[config.mk]
export PLATFORM = sky130hd
export DESIGN_NAME = sorted_timer_event_queue
export DESIGN_NICKNAME = d
export VERILOG_FILES = /design/src/design/steq_pkg.sv /design/src/design/steq_datapath.sv /design/src/design/steq_ctrl.sv /design/src/design/sorted_timer_event_queue.sv
export SDC_FILE = /design/constraint.sdc
export NUM_CORES = 2
export LEC_CHECK = 0
export BUFFER_PORTS_ARGS = -buffer_cell sky130_fd_sc_hd__buf_2
export CAP_MARGIN = 20
export CORE_MARGIN = 2
export CORE_UTILIZATION = 25
export DETAILED_ROUTE_END_ITERATION = 16
export SLEW_MARGIN = 30
export SYNTH_ARGS = -nofsm -noshare
export SYNTH_HDL_FRONTEND = slang
export SYNTH_SLANG_ARGS = --single-unit
[constraint.sdc]
create_clock -name clk -period 8 [get_ports clk]
set_input_delay 0.8 -clock clk [delete_from_list [all_inputs] [get_ports clk]]
set_output_delay 0.8 -clock clk [all_outputs]
set_load 0.03 [all_outputs]
[src/design/steq_pkg.sv]
// Shared types and constants for the sorted timer event queue.
package steq_pkg;

  localparam int unsigned QUEUE_DEPTH = 16;
  localparam int unsigned MAX_RESULTS = 16;
  localparam int unsigned DELAY_W     = 16;
  localparam int unsigned TAG_W       = 8;
  localparam int unsigned KIND_W      = 3;
  localparam int unsigned OCC_W       = $clog2(QUEUE_DEPTH + 1);
  localparam int unsigned CNT_W       = $clog2(MAX_RESULTS + 1);

  localparam logic [0:0] OP_INSERT = 1'b0;
  localparam logic [0:0] OP_TICK   = 1'b1;

  localparam logic [KIND_W-1:0] MOVE_KIND = KIND_W'(5);

  localparam logic [1:0] ST_INSERTED = 2'd0;
  localparam logic [1:0] ST_FULL     = 2'd1;
  localparam logic [1:0] ST_EXPIRED  = 2'd2;
  localparam logic [1:0] ST_IDLE     = 2'd3;

  typedef struct packed {
    logic [0:0]         opcode;
    logic [KIND_W-1:0]  event_kind;
    logic [TAG_W-1:0]   event_tag;
    logic [DELAY_W-1:0] delay;
  } in_req_t;

  typedef struct packed {
    logic [1:0]        status;
    logic [KIND_W-1:0] out_kind;
    logic [TAG_W-1:0]  out_tag;
    logic              last;
  } out_req_t;

  // Controller to datapath commands.
  typedef struct packed {
    logic               insert;
    logic               pop;
    logic               decr;
    logic [KIND_W-1:0]  kind;
    logic [TAG_W-1:0]   tag;
    logic [DELAY_W-1:0] delay;
  } dp_cmd_t;

  // Datapath to controller status.
  typedef struct packed {
    logic              full;
    logic              head_zero;
    logic              next_zero;
    logic [KIND_W-1:0] head_kind;
    logic [TAG_W-1:0]  head_tag;
  } dp_stat_t;

endpackage

[src/design/steq_datapath.sv]
// Slot array with parallel compare-and-shift insert, head pop and decrement.
module steq_datapath (
  input  logic                clk,
  input  logic                rst_n,
  input  steq_pkg::dp_cmd_t   cmd,
  output steq_pkg::dp_stat_t  stat
);

  localparam int unsigned D = steq_pkg::QUEUE_DEPTH;

  logic [steq_pkg::KIND_W-1:0]  kind_r   [D];
  logic [steq_pkg::TAG_W-1:0]   tag_r    [D];
  logic [steq_pkg::DELAY_W-1:0] rem_r    [D];
  logic [steq_pkg::KIND_W-1:0]  kind_nxt [D];
  logic [steq_pkg::TAG_W-1:0]   tag_nxt  [D];
  logic [steq_pkg::DELAY_W-1:0] rem_nxt  [D];
  logic [steq_pkg::OCC_W-1:0]   occ_r;
  logic [steq_pkg::OCC_W-1:0]   occ_nxt;
  logic [D-1:0]                 stay;
  logic [D-1:0]                 stay_prev;
  logic                         is_move;

  // An entry stays in place when it sorts ahead of the new event.
  always_comb begin
    is_move = (cmd.kind == steq_pkg::MOVE_KIND);
    for (int i = 0; i < D; i++) begin
      stay[i] = (steq_pkg::OCC_W'(i) < occ_r) &&
                (is_move ? (rem_r[i] <= cmd.delay) : (rem_r[i] < cmd.delay));
    end
    stay_prev = {stay[D-2:0], 1'b1};
  end

  always_comb begin
    kind_nxt = kind_r;
    tag_nxt  = tag_r;
    rem_nxt  = rem_r;
    occ_nxt  = occ_r;
    if (cmd.insert) begin
      occ_nxt = occ_r + 1'b1;
      for (int i = 0; i < D; i++) begin
        if (stay[i]) begin
          kind_nxt[i] = kind_r[i];
        end else if (stay_prev[i]) begin
          kind_nxt[i] = cmd.kind;
          tag_nxt[i]  = cmd.tag;
          rem_nxt[i]  = cmd.delay;
        end else if (i > 0) begin
          kind_nxt[i] = kind_r[i-1];
          tag_nxt[i]  = tag_r[i-1];
          rem_nxt[i]  = rem_r[i-1];
        end
      end
    end else if (cmd.pop) begin
      occ_nxt = occ_r - 1'b1;
      for (int i = 0; i < D - 1; i++) begin
        kind_nxt[i] = kind_r[i+1];
        tag_nxt[i]  = tag_r[i+1];
        rem_nxt[i]  = rem_r[i+1];
      end
    end else if (cmd.decr) begin
      for (int i = 0; i < D; i++) begin
        if (rem_r[i] != '0) begin
          rem_nxt[i] = rem_r[i] - 1'b1;
        end
      end
    end
  end

  always_ff @(posedge clk) begin
    kind_r <= kind_nxt;
    tag_r  <= tag_nxt;
    rem_r  <= rem_nxt;
    if (!rst_n) begin
      occ_r <= '0;
    end else begin
      occ_r <= occ_nxt;
    end
  end

  always_comb begin
    stat.full      = (occ_r == steq_pkg::OCC_W'(D));
    stat.head_zero = (occ_r != '0) && (rem_r[0] == '0);
    stat.next_zero = (occ_r > steq_pkg::OCC_W'(1)) && (rem_r[1] == '0);
    stat.head_kind = kind_r[0];
    stat.head_tag  = tag_r[0];
  end

endmodule

[src/design/steq_ctrl.sv]
// Controller: request handshake, tick drain sequencing and result register.
module steq_ctrl (
  input  logic                clk,
  input  logic                rst_n,
  input  logic                in_valid,
  output logic                in_stall,
  input  steq_pkg::in_req_t   in_req,
  output logic                out_valid,
  input  logic                out_stall,
  output steq_pkg::out_req_t  out_req,
  output steq_pkg::dp_cmd_t   cmd,
  input  steq_pkg::dp_stat_t  stat
);

  typedef enum logic [1:0] {
    S_IDLE,
    S_DRAIN,
    S_DECR
  } state_t;

  state_t                      state_r, state_nxt;
  logic                        out_valid_r, out_valid_nxt;
  steq_pkg::out_req_t          out_req_r, out_req_nxt;
  logic [steq_pkg::CNT_W-1:0]  cnt_r, cnt_nxt;
  logic                        can_load;
  logic                        expire;
  logic                        last_exp;

  assign can_load = !out_valid_r || !out_stall;
  assign expire   = stat.head_zero && (cnt_r < steq_pkg::CNT_W'(steq_pkg::MAX_RESULTS));
  assign last_exp = !(stat.next_zero &&
                      ((cnt_r + 1'b1) < steq_pkg::CNT_W'(steq_pkg::MAX_RESULTS)));

  always_comb begin
    state_nxt     = state_r;
    out_valid_nxt = out_valid_r && out_stall;
    out_req_nxt   = out_req_r;
    cnt_nxt       = cnt_r;
    cmd.insert    = 1'b0;
    cmd.pop       = 1'b0;
    cmd.decr      = 1'b0;
    cmd.kind      = in_req.event_kind;
    cmd.tag       = in_req.event_tag;
    cmd.delay     = in_req.delay;
    unique case (state_r)
      S_IDLE: begin
        if (in_valid && can_load) begin
          if (in_req.opcode == steq_pkg::OP_INSERT) begin
            cmd.insert           = !stat.full;
            out_valid_nxt        = 1'b1;
            out_req_nxt.status   = stat.full ? steq_pkg::ST_FULL : steq_pkg::ST_INSERTED;
            out_req_nxt.out_kind = '0;
            out_req_nxt.out_tag  = '0;
            out_req_nxt.last     = 1'b1;
          end else begin
            cnt_nxt   = '0;
            state_nxt = S_DRAIN;
          end
        end
      end
      S_DRAIN: begin
        if (can_load) begin
          out_valid_nxt = 1'b1;
          if (expire) begin
            cmd.pop              = 1'b1;
            cnt_nxt              = cnt_r + 1'b1;
            out_req_nxt.status   = steq_pkg::ST_EXPIRED;
            out_req_nxt.out_kind = stat.head_kind;
            out_req_nxt.out_tag  = stat.head_tag;
            out_req_nxt.last     = last_exp;
            if (last_exp) begin
              state_nxt = S_DECR;
            end
          end else begin
            cmd.decr             = 1'b1;
            out_req_nxt.status   = steq_pkg::ST_IDLE;
            out_req_nxt.out_kind = '0;
            out_req_nxt.out_tag  = '0;
            out_req_nxt.last     = 1'b1;
            state_nxt            = S_IDLE;
          end
        end
      end
      S_DECR: begin
        cmd.decr  = 1'b1;
        state_nxt = S_IDLE;
      end
      default: begin
        state_nxt = S_IDLE;
      end
    endcase
  end

  always_ff @(posedge clk) begin
    out_req_r <= out_req_nxt;
    if (!rst_n) begin
      state_r     <= S_IDLE;
      out_valid_r <= 1'b0;
      cnt_r       <= '0;
    end else begin
      state_r     <= state_nxt;
      out_valid_r <= out_valid_nxt;
      cnt_r       <= cnt_nxt;
    end
  end

  assign in_stall  = (state_r != S_IDLE) || !can_load;
  assign out_valid = out_valid_r;
  assign out_req   = out_req_r;

`ifndef NO_ASSERTIONS
  a_pop_needs_zero_head: assert property (@(posedge clk) disable iff (!rst_n)
    cmd.pop |-> stat.head_zero)
    else $error("pop issued without an expired head");

  a_no_insert_when_full: assert property (@(posedge clk) disable iff (!rst_n)
    cmd.insert |-> !stat.full)
    else $error("insert issued into a full queue");

  a_last_pop_then_decr: assert property (@(posedge clk) disable iff (!rst_n)
    (cmd.pop && last_exp) |=> (state_r == S_DECR))
    else $error("final expiry not followed by decrement");

  a_cnt_bound: assert property (@(posedge clk) disable iff (!rst_n)
    cnt_r <= steq_pkg::CNT_W'(steq_pkg::MAX_RESULTS))
    else $error("expiry count exceeds limit");

  a_single_op: assert property (@(posedge clk) disable iff (!rst_n)
    $onehot0({cmd.insert, cmd.pop, cmd.decr}))
    else $error("more than one datapath command at once");
`endif

endmodule

[src/design/sorted_timer_event_queue.sv]
// Top level of the sorted timer event queue: controller plus slot datapath.
// Insert: back-to-back inserts run at one per cycle while the output is not stalled.
// Tick: accept, then one pop per expired result, then a decrement; an idle tick decrements without popping.
// The drain loop pops one head entry per cycle, while the output is not stalled, through the shared slot shift array.
// Results sit in one output register; a request is taken only when it is empty or being read.
// Synchronous active-low reset empties the queue and drops any pending result.
module sorted_timer_event_queue (
  input  logic                clk,
  input  logic                rst_n,
  input  logic                in_valid,
  output logic                in_stall,
  input  steq_pkg::in_req_t   in_req,
  output logic                out_valid,
  input  logic                out_stall,
  output steq_pkg::out_req_t  out_req
);

  // Command and status link between controller and datapath.
  steq_pkg::dp_cmd_t  cmd;
  steq_pkg::dp_stat_t stat;

  // Sequence requests and hold results.
  steq_ctrl u_ctrl (
    .clk       (clk),
    .rst_n     (rst_n),
    .in_valid  (in_valid),
    .in_stall  (in_stall),
    .in_req    (in_req),
    .out_valid (out_valid),
    .out_stall (out_stall),
    .out_req   (out_req),
    .cmd       (cmd),
    .stat      (stat)
  );

  // Hold the sorted slots; insert, pop and decrement on command.
  steq_datapath u_datapath (
    .clk   (clk),
    .rst_n (rst_n),
    .cmd   (cmd),
    .stat  (stat)
  );

endmodule

==> reports/qor.yml <==
grt_max_degree: 158
layout-drive-gt1-share: 0.0796
placed_cell_area_mm2: 0.0432
slowest_delay_ps: 860
cp-end-kind: "flop"
wirelength_mm: 185
critPathSlowestCell: "clkinv_1"
tightest_slew_ps: 1070
gr-usage-met1: 0.276
root_buffer: "clkbuf_16"
overflow: 0
fmax_mhz: 193
avgSynthCellArea_um2: 8.19
vdd_drop_max_uv: 179
drt-pass1-iter-count: 6
track_usage: 0.210
yosysTopAreaCell: "edfxtp_1"
crit_top_cell: "buf_4"
syn_nets: 5332
layout_min_cycle_time_ps: 5180
vias: 43000
dp_slack_ps: 2180
die-area_mm2: 0.168
cts_tree: "done"
worstSetupPathDepth: 11
yosysMostFrequentCell: "nor3_1"
rr_worst_depth: 9
final_max_slew_viol_count: 0
h-tree-depth: 2
synth-seq-cells: 459
fin_crit_sh: 0.648
crit_family: "buffers and inverters"
synthTopCellsByArea: "edfxtp_1 (33%), ha_1 (8.6%), nor3_1 (8.1%)"
place_congestion: 0.978
synth_top_area_frac: 0.326
critPathRequiredTime_ps: 8330
syn_inst: 5019
synth_edf_count: 446
yosys_warnings: 0
slew_headroom: 0.286
crit_end: "u_datapath.kind_r[21]$_DFFE_PP_"
outcome: "completed"
r2r_slack_ps: 3320
rsz0062_at_grt: "no"
first_global_vias: 39300
clk_path_buf_depth: 3
synth.distinct_cells: 90
drc: 0
finalPower_w: 0.0153
grt_use_met3: 0.0589
avgRoutedWirePerCell_um: 26.5
critical_path_class: "input port to flop"
synth_common_cells: "nor3_1 (665), nor2_1 (517), a21oi_1 (450), edfxtp_1 (446), clkbuf_1 (329)"
die_w_um: 409
initial_utilization: 0.252
nets: 5064
cts_sinks: 459
layout-area-overhead-vs-synth_pct: 9.54
clk_latency_ps: 700
critPathMaxFanout: 16
ys_seq_area_frac: 0.332
core_mm2: 0.163
r2r-start: "u_datapath.occ_r[1]$_SDFFE_PN0N_"
row_count: 148
ctsResizeCount: 0
dpl.hpwl_mm: 127
fillers: 17400
cp_data_arrival_time_ps: 5510
drtIter0Drc: 6011
drt.antenna.violating_nets: 0
path_cells: "buf_2 > clkinv_1 > buf_4 > ha_1 > nand4_1 > nor4_1 > a21boi_0 > nor3b_2 > buf_4 > o211ai_1 > and2_1"
fin_worst_skew_ps: 18.5
worstHoldPathType: "input port to flop"
async_flop_share: 0
grtUsageMet2: 0.305
postCtsHoldBufs: 0
port_buffers: 47
power_leakage_nw: 14.5
antenna_found_initial: 10
grt_pass1_wl_mm: 268
setup_ws_ps: 2820
worst-path-buf-inv: 4
pin_count: 48
hold_violations: 0
busiest_layer: "met2"
finalSetupViolCount: 0
cp-start-kind: "input port"
syn-cell-area_mm2: 0.0411
tns_ps: 0
cap_violations: 0
final_area_mm2: 0.0450
die_height_um: 409
cts_setup_buffers: 0
r2r_end: "u_datapath.stat[6]$_DFFE_PP_"
clk_pin_slew_ps: 60
cts_buffers: 57
crit_start: "in_req[15]"
synth_ff_type: "edfxtp_1"
power.density_mw_per_mm2: 339
viasPerCell: 6.17
cells in the final DEF (no fill, tap or decap), types with 14 or more instances in the layout:
cell type and n:
or3_1 59, xor2_1 58, clkbuf_16 57, a22oi_1 14
o311ai_0 95, nand2b_1 29, a21o_1 37, o211ai_1 93
a211o_1 16, o22ai_1 38, o221ai_1 14, edfxtp_1 446
nor2_2 14, ha_1 281, clkinv_1 20, xnor2_1 132
nor2_1 503, a221o_1 42, buf_2 47, and2_1 27
inv_1 61, a21oi_1 440, a31oi_1 49, nand3_1 172
a211oi_1 157, nor3_1 663, a221oi_1 59, nor4_1 58
o31ai_1 29, or4_1 28, buf_4 108, a311o_1 32
nand2_1 318, nand4_1 66, nor2b_1 24, o221a_2 33
nor3b_1 20, o21ai_0 203
worst min path at each step:
stage                                         from                              to  slack, ps  depth (start not counted)
floorplan           u_ctrl.state_r[0]$_SDFFE_PN0P_  u_ctrl.state_r[0]$_SDFFE_PN0P_        450                          2
global placement    u_ctrl.state_r[0]$_SDFFE_PN0P_  u_ctrl.state_r[0]$_SDFFE_PN0P_        460                          2
detailed placement  u_ctrl.state_r[0]$_SDFFE_PN0P_  u_ctrl.state_r[0]$_SDFFE_PN0P_        480                          2
CTS                                          rst_n  u_ctrl.state_r[1]$_SDFFE_PN0P_        360                          3
global route                                 rst_n  u_ctrl.state_r[1]$_SDFFE_PN0P_        360                          3
finish                                       rst_n  u_ctrl.state_r[1]$_SDFFE_PN0P_        380                          3
report_power, final:
part           leakage [nW]  internal (W)  switching, W
combinational          9.35       0.00256       0.00403
sequential             4.25       0.00404       0.00203
clock                 0.876       0.00141       0.00119
logic make-up (layout without fill, tap and decap cells):
kind of cell    count (synthesis)  count (layout)  share of synthesized area
simple gates                 2068            2068                      0.245
compound gates               1447            1447                      0.238
buf+inv                       560             339                     0.0558
flops                         459             459                      0.332
fa+ha+maj                     281             281                     0.0855
xor+xnor                      190             190                     0.0405
mux                            14              14                    0.00377
other cells                     0               3                          0
flip-flops by register name (all words and copies together) (netlist names), 2 cells and up:
| register | cells |
|---|---|
| u_ctrl.out_req | 14 |
| u_datapath.occ_r | 5 |
| u_datapath.kind_r | 45 |
| u_datapath.stat | 11 |
| u_datapath.rem_r | 256 |
| u_ctrl.state_r | 2 |
| u_datapath.tag_r | 120 |
| u_ctrl.cnt_r | 5 |
per-stage QoR:
stage | hold slack, ps | cells | util
global placement | 464 | 6866 | 0.265
detailed placement | 479 | 6867 | 0.265
global route | 365 | 6975 | 0.276
floorplan | 454 | 5019 | -
CTS | 357 | 6973 | 0.276
finish | 377 | 6976 | 0.276
metal layers:
layer  vias to the layer above  routed length [um]
met5                         -                  69
met4                        12               11700
met3                       632               23900
met2                      2918               76800
met1                     20700               72000
li1                      18800                   -
layout make-up:
type	instances	area (um^2)	area share
clock buffer	73	1530	0.0339
tap	2175	2720	0.0604
antenna	3	7.51	0.000167
timing repair buffer	161	1160	0.0258
multi-input combinational	4000	25400	0.565
clock inverter	33	249	0.00553
sequential	459	13700	0.303
inverter	72	270	0.00600
tightest hold or removal path: stages:
cell	delay, ps
buf_2	100
o21ai_0	70
a21oi_1	50
Note: power is estimated with default switching activity, not from simulation.
